`src/design/bpar_pkg.sv`:
```
// bpar_pkg: widths, reset values and register indexes for the button
// priority auto-repeat block. No dependencies.

package bpar_pkg;

    localparam int PIN_W       = 8;   // width of the pin level field
    localparam int IDX_W       = 3;   // width of a button index
    localparam int TIME_W      = 32;  // millisecond timestamp width
    localparam int CFG_W       = 16;  // widest configuration register
    localparam int CFG_IDX_W   = 2;   // configuration register index width
    localparam int COUNT_W     = 16;  // repeat counter width

    // Buttons at or above this index are ignored; only PIN_W bits exist.
    localparam int NUM_BUTTONS  = 8;
    localparam int LIVE_BUTTONS = (NUM_BUTTONS < PIN_W) ? NUM_BUTTONS : PIN_W;

    localparam logic [CFG_W-1:0]   INITIAL_DELAY_RST   = 16'd500;
    localparam logic [CFG_W-1:0]   REPEAT_INTERVAL_RST = 16'd200;
    localparam logic [COUNT_W-1:0] COUNT_MAX           = '1;

    typedef enum logic [CFG_IDX_W-1:0] {
        CFG_INITIAL_DELAY   = 2'd0,
        CFG_REPEAT_INTERVAL = 2'd1
    } t_cfg_reg;

endpackage

```
`src/design/button_priority_auto_repeat.sv`:
```
// button_priority_auto_repeat: priority encoder over the button pins with
// typematic auto-repeat timing. Depends on bpar_pkg.
//
//  channel | direction | handshake               | payload
//  --------+-----------+-------------------------+------------------------------------
//  in      | in        | i_in_valid / o_in_stall | i_pin_levels, i_now_ms
//  out     | out       | o_out_valid / i_out_stall | o_report_valid, o_button_index, o_is_repeat
//  cfg     | in        | i_cfg_we (no wait)      | i_cfg_index, i_cfg_data
//
// One request per cycle sustained while the output is not stalled; each poll
// gives exactly one result, which passes through the input register and then
// the result register.
// The per-poll path is the priority encode plus the 16x16 threshold product
// and the 32-bit elapsed compare, all from registered state.
// Reset is synchronous and clears held-button state, counters and valids.
// A stall on the output holds the result register; the input register then
// fills and o_in_stall rises only while both stages are occupied.

module button_priority_auto_repeat (
    input  logic                           i_clk,
    input  logic                           i_rst_n,
    input  logic                           i_in_valid,
    output logic                           o_in_stall,
    input  logic [bpar_pkg::PIN_W-1:0]     i_pin_levels,
    input  logic [bpar_pkg::TIME_W-1:0]    i_now_ms,
    output logic                           o_out_valid,
    input  logic                           i_out_stall,
    output logic                           o_report_valid,
    output logic [bpar_pkg::IDX_W-1:0]     o_button_index,
    output logic                           o_is_repeat,
    input  logic                           i_cfg_we,
    input  logic [bpar_pkg::CFG_IDX_W-1:0] i_cfg_index,
    input  logic [bpar_pkg::CFG_W-1:0]     i_cfg_data
);

    // configuration
    logic [bpar_pkg::CFG_W-1:0]   r_init_delay;
    logic [bpar_pkg::CFG_W-1:0]   r_interval;

    // input register
    logic                         r_s1_valid;
    logic [bpar_pkg::PIN_W-1:0]   r_pins;
    logic [bpar_pkg::TIME_W-1:0]  r_now;

    // held-button state
    logic                         r_act_valid, n_act_valid;
    logic [bpar_pkg::IDX_W-1:0]   r_act_idx, n_act_idx;
    logic [bpar_pkg::TIME_W-1:0]  r_start, n_start;
    logic [bpar_pkg::COUNT_W-1:0] r_count, n_count;

    // result register
    logic                         r_out_valid;
    logic                         r_rep_valid, n_rep_valid;
    logic [bpar_pkg::IDX_W-1:0]   r_rep_idx, n_rep_idx;
    logic                         r_is_rep, n_is_rep;

    logic                         w_advance;
    logic                         w_process;
    logic                         w_found;
    logic [bpar_pkg::IDX_W-1:0]   w_idx;
    logic                         w_changed;
    logic [bpar_pkg::TIME_W-1:0]  w_elapsed;
    logic [bpar_pkg::TIME_W-1:0]  w_prod;
    logic [bpar_pkg::TIME_W-1:0]  w_thresh;
    logic                         w_hit;

    assign w_advance  = !r_out_valid || !i_out_stall;
    assign w_process  = r_s1_valid && w_advance;
    assign o_in_stall = r_s1_valid && !w_advance;

    // lowest index wins: scan from the top so the lowest pressed bit is last
    always_comb begin
        w_found = 1'b0;
        w_idx   = '0;
        for (int i = bpar_pkg::LIVE_BUTTONS - 1; i >= 0; i--) begin
            if (!r_pins[i]) begin
                w_found = 1'b1;
                w_idx   = bpar_pkg::IDX_W'(i);
            end
        end
    end

    assign w_changed = (w_found != r_act_valid) || (w_found && (w_idx != r_act_idx));
    assign w_elapsed = r_now - r_start;
    // product fits 32 bits exactly for 16-bit operands
    assign w_prod    = {16'b0, r_count} * {16'b0, r_interval};
    assign w_thresh  = (r_count == '0) ? {16'b0, r_init_delay} : w_prod;
    assign w_hit     = (w_elapsed >= w_thresh);

    always_comb begin
        n_act_valid = r_act_valid;
        n_act_idx   = r_act_idx;
        n_start     = r_start;
        n_count     = r_count;
        n_rep_valid = 1'b0;
        n_rep_idx   = '0;
        n_is_rep    = 1'b0;
        if (w_changed) begin
            n_act_valid = w_found;
            n_act_idx   = w_idx;
            n_start     = w_found ? r_now : '0;
            n_count     = '0;
            n_rep_valid = w_found;
            n_rep_idx   = w_idx;
        end else if (w_found && w_hit) begin
            n_rep_valid = 1'b1;
            n_rep_idx   = w_idx;
            n_is_rep    = 1'b1;
            if (r_count == '0) begin
                n_count = bpar_pkg::COUNT_W'(1);
                n_start = r_start + {16'b0, r_init_delay};
            end else if (r_count != bpar_pkg::COUNT_MAX) begin
                n_count = r_count + bpar_pkg::COUNT_W'(1);
            end
        end
    end

    always_ff @(posedge i_clk) begin
        if (!i_rst_n) begin
            r_init_delay <= bpar_pkg::INITIAL_DELAY_RST;
            r_interval   <= bpar_pkg::REPEAT_INTERVAL_RST;
        end else if (i_cfg_we) begin
            case (i_cfg_index)
                bpar_pkg::CFG_INITIAL_DELAY:   r_init_delay <= i_cfg_data;
                bpar_pkg::CFG_REPEAT_INTERVAL: r_interval   <= i_cfg_data;
                default: ;
            endcase
        end
    end

    always_ff @(posedge i_clk) begin
        if (!i_rst_n) begin
            r_s1_valid <= 1'b0;
        end else if (!o_in_stall) begin
            r_s1_valid <= i_in_valid;
        end
    end

    always_ff @(posedge i_clk) begin
        if (!o_in_stall && i_in_valid) begin
            r_pins <= i_pin_levels;
            r_now  <= i_now_ms;
        end
    end

    always_ff @(posedge i_clk) begin
        if (!i_rst_n) begin
            r_act_valid <= 1'b0;
            r_act_idx   <= '0;
            r_start     <= '0;
            r_count     <= '0;
            r_out_valid <= 1'b0;
        end else begin
            if (w_process) begin
                r_act_valid <= n_act_valid;
                r_act_idx   <= n_act_idx;
                r_start     <= n_start;
                r_count     <= n_count;
            end
            if (w_advance) begin
                r_out_valid <= r_s1_valid;
            end
        end
    end

    always_ff @(posedge i_clk) begin
        if (w_process) begin
            r_rep_valid <= n_rep_valid;
            r_rep_idx   <= n_rep_idx;
            r_is_rep    <= n_is_rep;
        end
    end

    assign o_out_valid    = r_out_valid;
    assign o_report_valid = r_rep_valid;
    assign o_button_index = r_rep_idx;
    assign o_is_repeat    = r_is_rep;

endmodule

```
`config.mk`:
```
export PLATFORM = sky130hd
export DESIGN_NAME = button_priority_auto_repeat
export DESIGN_NICKNAME = d
export VERILOG_FILES = /design/src/design/bpar_pkg.sv /design/src/design/button_priority_auto_repeat.sv
export SDC_FILE = /design/constraint.sdc
export NUM_CORES = 1
export LEC_CHECK = 0
export BUFFER_PORTS_ARGS = -buffer_cell sky130_fd_sc_hd__buf_2
export CAP_MARGIN = 0
export CORE_AREA = 4 4 213 215
export DETAILED_ROUTE_END_ITERATION = 8
export DIE_AREA = 0 0 217 219
export GPL_ROUTABILITY_DRIVEN = 0
export PLACE_DENSITY_LB_ADDON = 0.2
export SLEW_MARGIN = 20
export SYNTH_ARGS = -nofsm -noshare
export SYNTH_HDL_FRONTEND = slang
export SYNTH_SLANG_ARGS = --single-unit
```
`constraint.sdc`:
```
create_clock -name i_clk -period 7.35 [get_ports i_clk]
set_input_delay 0 -clock i_clk [delete_from_list [all_inputs] [get_ports i_clk]]
set_output_delay 0 -clock i_clk [all_outputs]
set_load 0.02 [all_outputs]
```
==> impl_metrics.py, run 1 <==
metrics = {
    "status": {
        "status": "finished with violations",
        "violations": "setup timing",
    },
    "global_route": {
        "first_pass_grt_wire_length_um": 82100,
        "groute.usage.overall": 0.216,
        "grt.overflow.total": 0,
        "largest_net_degree_at_the_start_of_global_routing": 72,
        "antenna_found_initial": 0,
        "grt_pass1_vias": 15500,
    },
    "synth": {
        "synth_seq_cells": 131,
        "most_used_dff_post_synth": "sky130_fd_sc_hd__dfxtp_1",
        "ys_seq_area_frac": 0.178,
        "post_synth_instance_area_um2": 17300,
        "synth-async-reset-ratio": 0,
        "synth.net_count": 2479,
        "yosysUniqueCellTypes": 80,
        "synthesis.area_per_instance_um2": 8.48,
        "postSynthCellCount": 2035,
        "yosys_warnings": 0,
        "synth_edf_count": 45,
    },
    "clocking": {
        "tritoncts.num_buffers": 17,
        "ctsHtreeMaxLevel": 4,
        "cts.clk_slew.worst_paths_ns": 0.06,
        "clock_sink_count": 131,
        "clock_insertion_delay_worst_skew_ns": 0.46,
        "tritoncts_clock_tree": "done",
        "cts_buffer_depth": 2,
        "clockRootBuffer": "sky130_fd_sc_hd__clkbuf_16",
    },
    "setup_path": {
        "r2r.worst_path.cells": 30,
        "worst_path_largest_cell_delay_ns": 0.55,
        "critPathBufInv": 5,
        "setup_crit_start_kind": "register",
        "path_common_cell": "sky130_fd_sc_hd__fa_1",
        "timing.critical_path.required_ns": 7.67,
        "crit_slowest_cell": "sky130_fd_sc_hd__fa_1",
        "cpLargestDelayFamily": "adder cells",
        "critical_path.endpoint_type": "register",
        "path_class": "register to register",
        "worst-path-max-fanout": 7,
        "worstSetupPathDepth": 30,
        "crit_arrival_ns": 8.06,
    },
    "drt": {
        "met3_wirelength_um": 1930,
        "detailroute.via_count": 15000,
        "routed_wire_length_per_instance_um": 17.4,
        "wl_met2_um": 24600,
        "highest_layer": "met4",
        "drt_drc_violations_left": 0,
        "initialDrtViolationCount": 862,
        "post_drt_via_cell_ratio": 5.21,
        "antenna_left": 0,
        "finalWirelength_um": 50100,
        "dr.pass1.iters": 5,
        "m1WireLength_um": 22500,
    },
    "finish": {
        "drive_above_1_share": 0.177,
        "layout.filler_cells": 4166,
        "seqCellArea_um2": 3130,
        "area_taken_by_multi_input_logic_gates_um2": 13300,
        "n_antenna_cell": 0,
        "nNetsFinal": 2717,
        "area_delta_synth_final_pct": 23.9,
        "final_core_utilization": 0.489,
    },
    "timing": {
        "maxSlewHeadroom": 0.363,
        "grt_setup_unrepaired": "true",
        "final-setup-viol-count": 53,
        "worst_slack_ns": -0.389,
        "post-route-min-period_ns": 7.74,
        "min_period_over_period": 1.05,
        "drv_slew": 0,
        "setup_total_negative_slack_ns": -15.93,
        "worst-slew-pin-transition_ns": 0.949,
        "report.final.hold_viol_count": 0,
        "fin_worst_skew_ns": 0.0189,
        "hold_slack_ns": 0.118,
        "max_clock_freq_mhz": 129,
    },
    "power": {
        "power.density_cell_area_nw_per_um2": 122,
        "max-vdd-ir-drop_uv": 163,
        "p_leak_nw": 9.65,
    },
    "die": {
        "fp.dieH_um": 219,
        "effective_utilization_at_floorplan": 0.395,
        "floorplan_core_area_um2": 43700,
        "die_area_um2": 47500,
        "row_count": 77,
        "number_of_i_o_pins": 70,
        "die_width_um": 217,
    },
    "worst_hold_path": {
        "hold_depth": 5,
        "timing.hold.worst.class": "input port to register",
    },
    "run": {
        "timing.max_cap.violations": 0,
    },
    "place": {
        "number_of_buffer_cells_added_on_primary_ports": 69,
        "post-dp-hpwl_um": 38900,
    },
}
## repair_timing
item	in CTS	in global routing
gates cloned	3	0
hold buffers	59	0
endpoints found under the setup margin	53	53
endpoints found under the hold margin	81	0
gates resized for setup	91	28
setup buffers	16	5
pin swaps	42	31
## tightest hold or removal path, delay by kind of cell
| kind | cells | cell delay (ns) |
|---|---|---|
| and+or+nand+nor | 2 | 0.14 |
| AOI/OAI and AO/OA | 1 | 0.06 |
| buffers and inverters | 2 | 0.31 |
## cell usage after synthesis, drive strengths merged, types with 5 or more instances
master	instances	area, um^2
nand2	299	1120
inv	294	1100
fa	196	3920
ha	185	2310
and2	121	757
a21oi	110	551
dfxtp	86	1720
clkbuf	85	320
nor2	73	277
o21ai	71	355
edfxtp	45	1350
xnor2	40	350
nand3	37	185
nor3	28	140
a21o	27	203
a21boi	24	180
o21a	23	173
a31oi	20	125
xor2	20	175
a221oi	19	173
o211ai	17	133
a211oi	16	120
nand2b	15	93.8
nand4	15	93.8
and3	14	87.6
nor3b	14	105
nor4	14	93.8
or3	12	75.1
nor2b	11	68.8
buf	7	33.8
mux2i	6	60.1
o31ai	6	45.0
a32o	5	50.1
and4	5	43.8
o21bai	5	37.5
## logic make-up (layout without fill, tap and decap cells)
group                    Yosys count  in the layout  share of synthesized area
adder cells (fa/ha/maj)          381            381                      0.361
buffers and inverters            387            637                     0.0846
AO/OA/AOI/OAI                    398            399                      0.154
AND/OR/NAND/NOR                  672            672                      0.188
flip-flops                       131            131                      0.178
multiplexers                       6              6                    0.00348
XOR/XNOR                          60             60                     0.0304
## state kept, by name (all words and copies together), names as in the netlist
register	flops
r_act_idx	3
o_is_repeat	1
r_act_valid	1
r_count	16
r_start	32
r_now	32
r_s1_valid	1
o_out_valid	1
r_pins	8
o_report_valid	1
r_init_delay	16
r_interval	16
o_button_index	3
## layout make-up
| class | count | area share |
|---|---|---|
| tap | 592 | 0.0346 |
| clock inverter | 15 | 0.00795 |
| multi-input combinational | 1518 | 0.620 |
| clock buffer | 17 | 0.0199 |
| timing repair buffer | 310 | 0.120 |
| inverter | 295 | 0.0518 |
| sequential | 131 | 0.146 |
## report_power, final
group | internal [mW] | total [mW] | switching (mW)
logic | 0.400 | 0.879 | 0.479
clock network | 0.507 | 0.886 | 0.379
registers | 0.797 | 0.842 | 0.0458
total | 1.70 | 2.61 | 0.904
## through the flow
| step | setup slack (ns) | std cells | power (mW) | area [um^2] |
|---|---|---|---|---|
| floorplan | -0.0277 | 2035 | 1.40 | 17700 |
| global placement | -0.681 | 2764 | 1.60 | 19500 |
| detailed placement | -0.799 | 2764 | 1.62 | 19500 |
| CTS | -0.321 | 2873 | 2.60 | 21200 |
| global route | -0.698 | 2878 | 2.76 | 21400 |
| finish | -0.389 | 2878 | 2.61 | 21400 |
## per-layer routing
layer	vias to the layer above	GRT usage
met1	7307	0.284
met2	348	0.373
met5	-	0
met3	59	0.0271
li1	7281	-
met4	0	0.0655
## placed cells by master, fill, tap and decap left out, drive strengths merged, types with 28 or more instances in the layout
master	n
dfxtp	86
and2	121
xnor2	40
buf	251
o21ai	72
inv	301
ha	185
nand3	37
nor2	73
nor3	28
a21oi	110
fa	196
dlygate4sd3	59
edfxtp	45
nand2	299
## final timing paths
path                                    to  slack (ns)                       from
min reg2reg      r_act_idx[0]$_SDFFE_PN0P_        0.47  r_act_idx[0]$_SDFFE_PN0P_
max reg2reg       r_count[12]$_SDFFE_PN0P_       -0.39    r_count[5]$_SDFFE_PN0P_
min          r_init_delay[11]$_SDFFE_PN0P_        0.12             i_cfg_index[1]
max               r_count[12]$_SDFFE_PN0P_       -0.39    r_count[5]$_SDFFE_PN0P_
(Power assumes the default switching activity.)
==> run 2: changes to the inputs <==
--- a/config.mk
+++ b/config.mk
@@ -7,9 +7,9 @@
 export LEC_CHECK = 0
 export BUFFER_PORTS_ARGS = -buffer_cell sky130_fd_sc_hd__buf_2
 export CAP_MARGIN = 0
-export CORE_AREA = 4 4 213 215
+export CORE_AREA = 4 4 245 247
 export DETAILED_ROUTE_END_ITERATION = 8
-export DIE_AREA = 0 0 217 219
+export DIE_AREA = 0 0 249 251
 export GPL_ROUTABILITY_DRIVEN = 0
 export PLACE_DENSITY_LB_ADDON = 0.2
 export SLEW_MARGIN = 20
==> impl_metrics.py, run 2 (synthesized netlist as in run 1, its figures left out) <==
metrics = {
    "status": {
        "status": "finished with violations",
        "violations": "setup timing",
    },
    "timing": {
        "drv_slew": 0,
        "min_period_over_period": 1.08,
        "final-setup-viol-count": 53,
        "max_clock_freq_mhz": 126,
        "report.final.hold_viol_count": 0,
        "post-route-min-period_ns": 7.94,
        "worst_slack_ns": -0.595,
        "fin_worst_skew_ns": 0.0151,
        "grt_setup_unrepaired": "true",
        "maxSlewHeadroom": 0.381,
        "worst-slew-pin-transition_ns": 0.922,
    },
    "setup_path": {
        "setup_crit_start_kind": "register",
        "path_common_cell": "sky130_fd_sc_hd__fa_1",
        "crit_slowest_cell": "sky130_fd_sc_hd__fa_1",
        "worst-path-max-fanout": 6,
        "ff2ff_setup_slack_ns": -0.59,
        "timing.critical_path.required_ns": 7.71,
        "critPathBufInv": 7,
        "crit_arrival_ns": 8.31,
        "worst_path_largest_cell_delay_ns": 0.56,
        "critical_path.endpoint_type": "register",
        "cpLargestDelayFamily": "adder cells",
        "path_class": "register to register",
    },
    "drt": {
        "routed_wire_length_per_instance_um": 17.3,
        "post_drt_via_cell_ratio": 4.85,
        "antenna_left": 0,
        "initialDrtViolationCount": 719,
        "dr.pass1.iters": 5,
        "drt_drc_violations_left": 0,
        "detailroute.via_count": 15000,
        "finalWirelength_um": 53600,
    },
    "place": {
        "placedInstanceArea_um2": 19800,
        "place.detailed.instances": 2945,
        "post-dp-hpwl_um": 41200,
        "number_of_buffer_cells_added_on_primary_ports": 69,
    },
    "finish": {
        "n_antenna_cell": 0,
        "finish.cell_count_without_fillers": 3094,
        "reg.largest.list": "r_now (32), r_start (32)",
        "nNetsFinal": 2760,
        "area_delta_synth_final_pct": 29.7,
        "layout.cells.most_common": "sky130_fd_sc_hd__nand2_1",
        "postLayoutCellArea_um2": 22400,
        "layout.filler_cells": 5784,
        "mostFrequentLayoutCells": "296 x sky130_fd_sc_hd__nand2_1, 278 x sky130_fd_sc_hd__inv_1, 181 x sky130_fd_sc_hd__fa_1",
        "drive_above_1_share": 0.217,
    },
    "power": {
        "power.density_cell_area_nw_per_um2": 121,
        "max-vdd-ir-drop_uv": 156,
        "p_leak_nw": 9.92,
    },
    "clocking": {
        "tritoncts_clock_tree": "done",
        "cts_buffer_depth": 2,
        "ctsHtreeMaxLevel": 4,
        "cts.clk_slew.worst_paths_ns": 0.07,
        "clock_sink_count": 131,
        "tritoncts.num_buffers": 17,
        "clock_insertion_delay_worst_skew_ns": 0.46,
        "clockRootBuffer": "sky130_fd_sc_hd__clkbuf_16",
    },
    "global_route": {
        "first_pass_grt_wire_length_um": 86500,
        "groute.usage.overall": 0.172,
        "grt.overflow.total": 0,
        "largest_net_degree_at_the_start_of_global_routing": 52,
        "grt_pass1_vias": 15800,
        "antenna_found_initial": 1,
    },
    "die": {
        "row_count": 88,
        "number_of_i_o_pins": 70,
        "die_area_um2": 62500,
        "die_width_um": 249,
        "effective_utilization_at_floorplan": 0.300,
        "floorplan_core_area_um2": 57600,
        "fp.dieH_um": 251,
    },
    "worst_hold_path": {
        "timing.hold.worst.class": "input port to register",
    },
    "run": {
        "timing.max_cap.violations": 0,
    },
}
==> run 2: metal layers <==
layer  part of all wire  wire (um)  global-route usage
met1               0.46      24700               0.230
met2               0.48      25900               0.295
met3              0.031       1650              0.0202
met4              0.025       1340              0.0473
met5                  0          0                   0
==> run 2: report_power, final <==
part           leakage, nW  switching (mW)  internal [mW]
registers             1.15          0.0506          0.794
logic                 8.49           0.518          0.456
clock network        0.271           0.390          0.503
==> run 2: what timing repair did <==
action | CTS | global route
hold endpoints to repair | 74 | 0
pin swaps | 45 | 85
gates resized for setup | 104 | 118
cloned | 4 | 3
setup buffers | 27 | 28
hold buffers | 59 | 0
setup endpoints to repair | 53 | 53
==> run 2: layout make-up <==
class,instances,area (um^2),share of cell area
clock buffers,18,429,0.0192
clock inverters,14,154,0.00687
inverters,295,1110,0.0495
multi-input cells,1518,13600,0.607
flip-flops and latches,131,3150,0.141
well taps,765,957,0.0427
repair buffers,353,3010,0.134
==> run 2: final timing paths <==
path                                                     end                      start  cells after the start
worst max register to register      r_start[23]$_SDFFE_PN0P_    r_count[5]$_SDFFE_PN0P_                     31
worst min register to register     r_act_idx[0]$_SDFFE_PN0P_  r_act_idx[0]$_SDFFE_PN0P_                      2
worst min-delay path            r_init_delay[3]$_SDFFE_PN0P_             i_cfg_index[1]                      5
worst max-delay path                r_start[23]$_SDFFE_PN0P_    r_count[5]$_SDFFE_PN0P_                     31
==> run 2: worst reg2reg max path, delay by kind of cell, from the launching register on <==
kind	cells	cell delay (ns)
buffers and inverters	7	0.85
flip-flops	1	0.39
AO/OA/AOI/OAI	11	1.95
AND/OR/NAND/NOR	5	1.17
adder cells (fa/ha/maj)	8	3.49
==> run 2: metrics by stage <==
| step | util | hold slack, ns | worst slack (ns) | TNS [ns] | total power [mW] |
|---|---|---|---|---|---|
| 3_5_place_dp | 0.343 | 0.178 | -0.883 | -37.40 | 1.64 |
| 5_1_grt | 0.389 | 0.0618 | -0.799 | -36.06 | 2.89 |
| 4_1_cts | 0.375 | 0.0421 | -0.333 | -14.56 | 2.66 |
| 6_report | 0.389 | 0.0723 | -0.595 | -23.82 | 2.71 |
| 2_1_floorplan | - | 0.0989 | -0.0277 | -0.0503 | 1.40 |
| 3_3_place_gp | 0.343 | 0.176 | -0.860 | -39.60 | 1.62 |
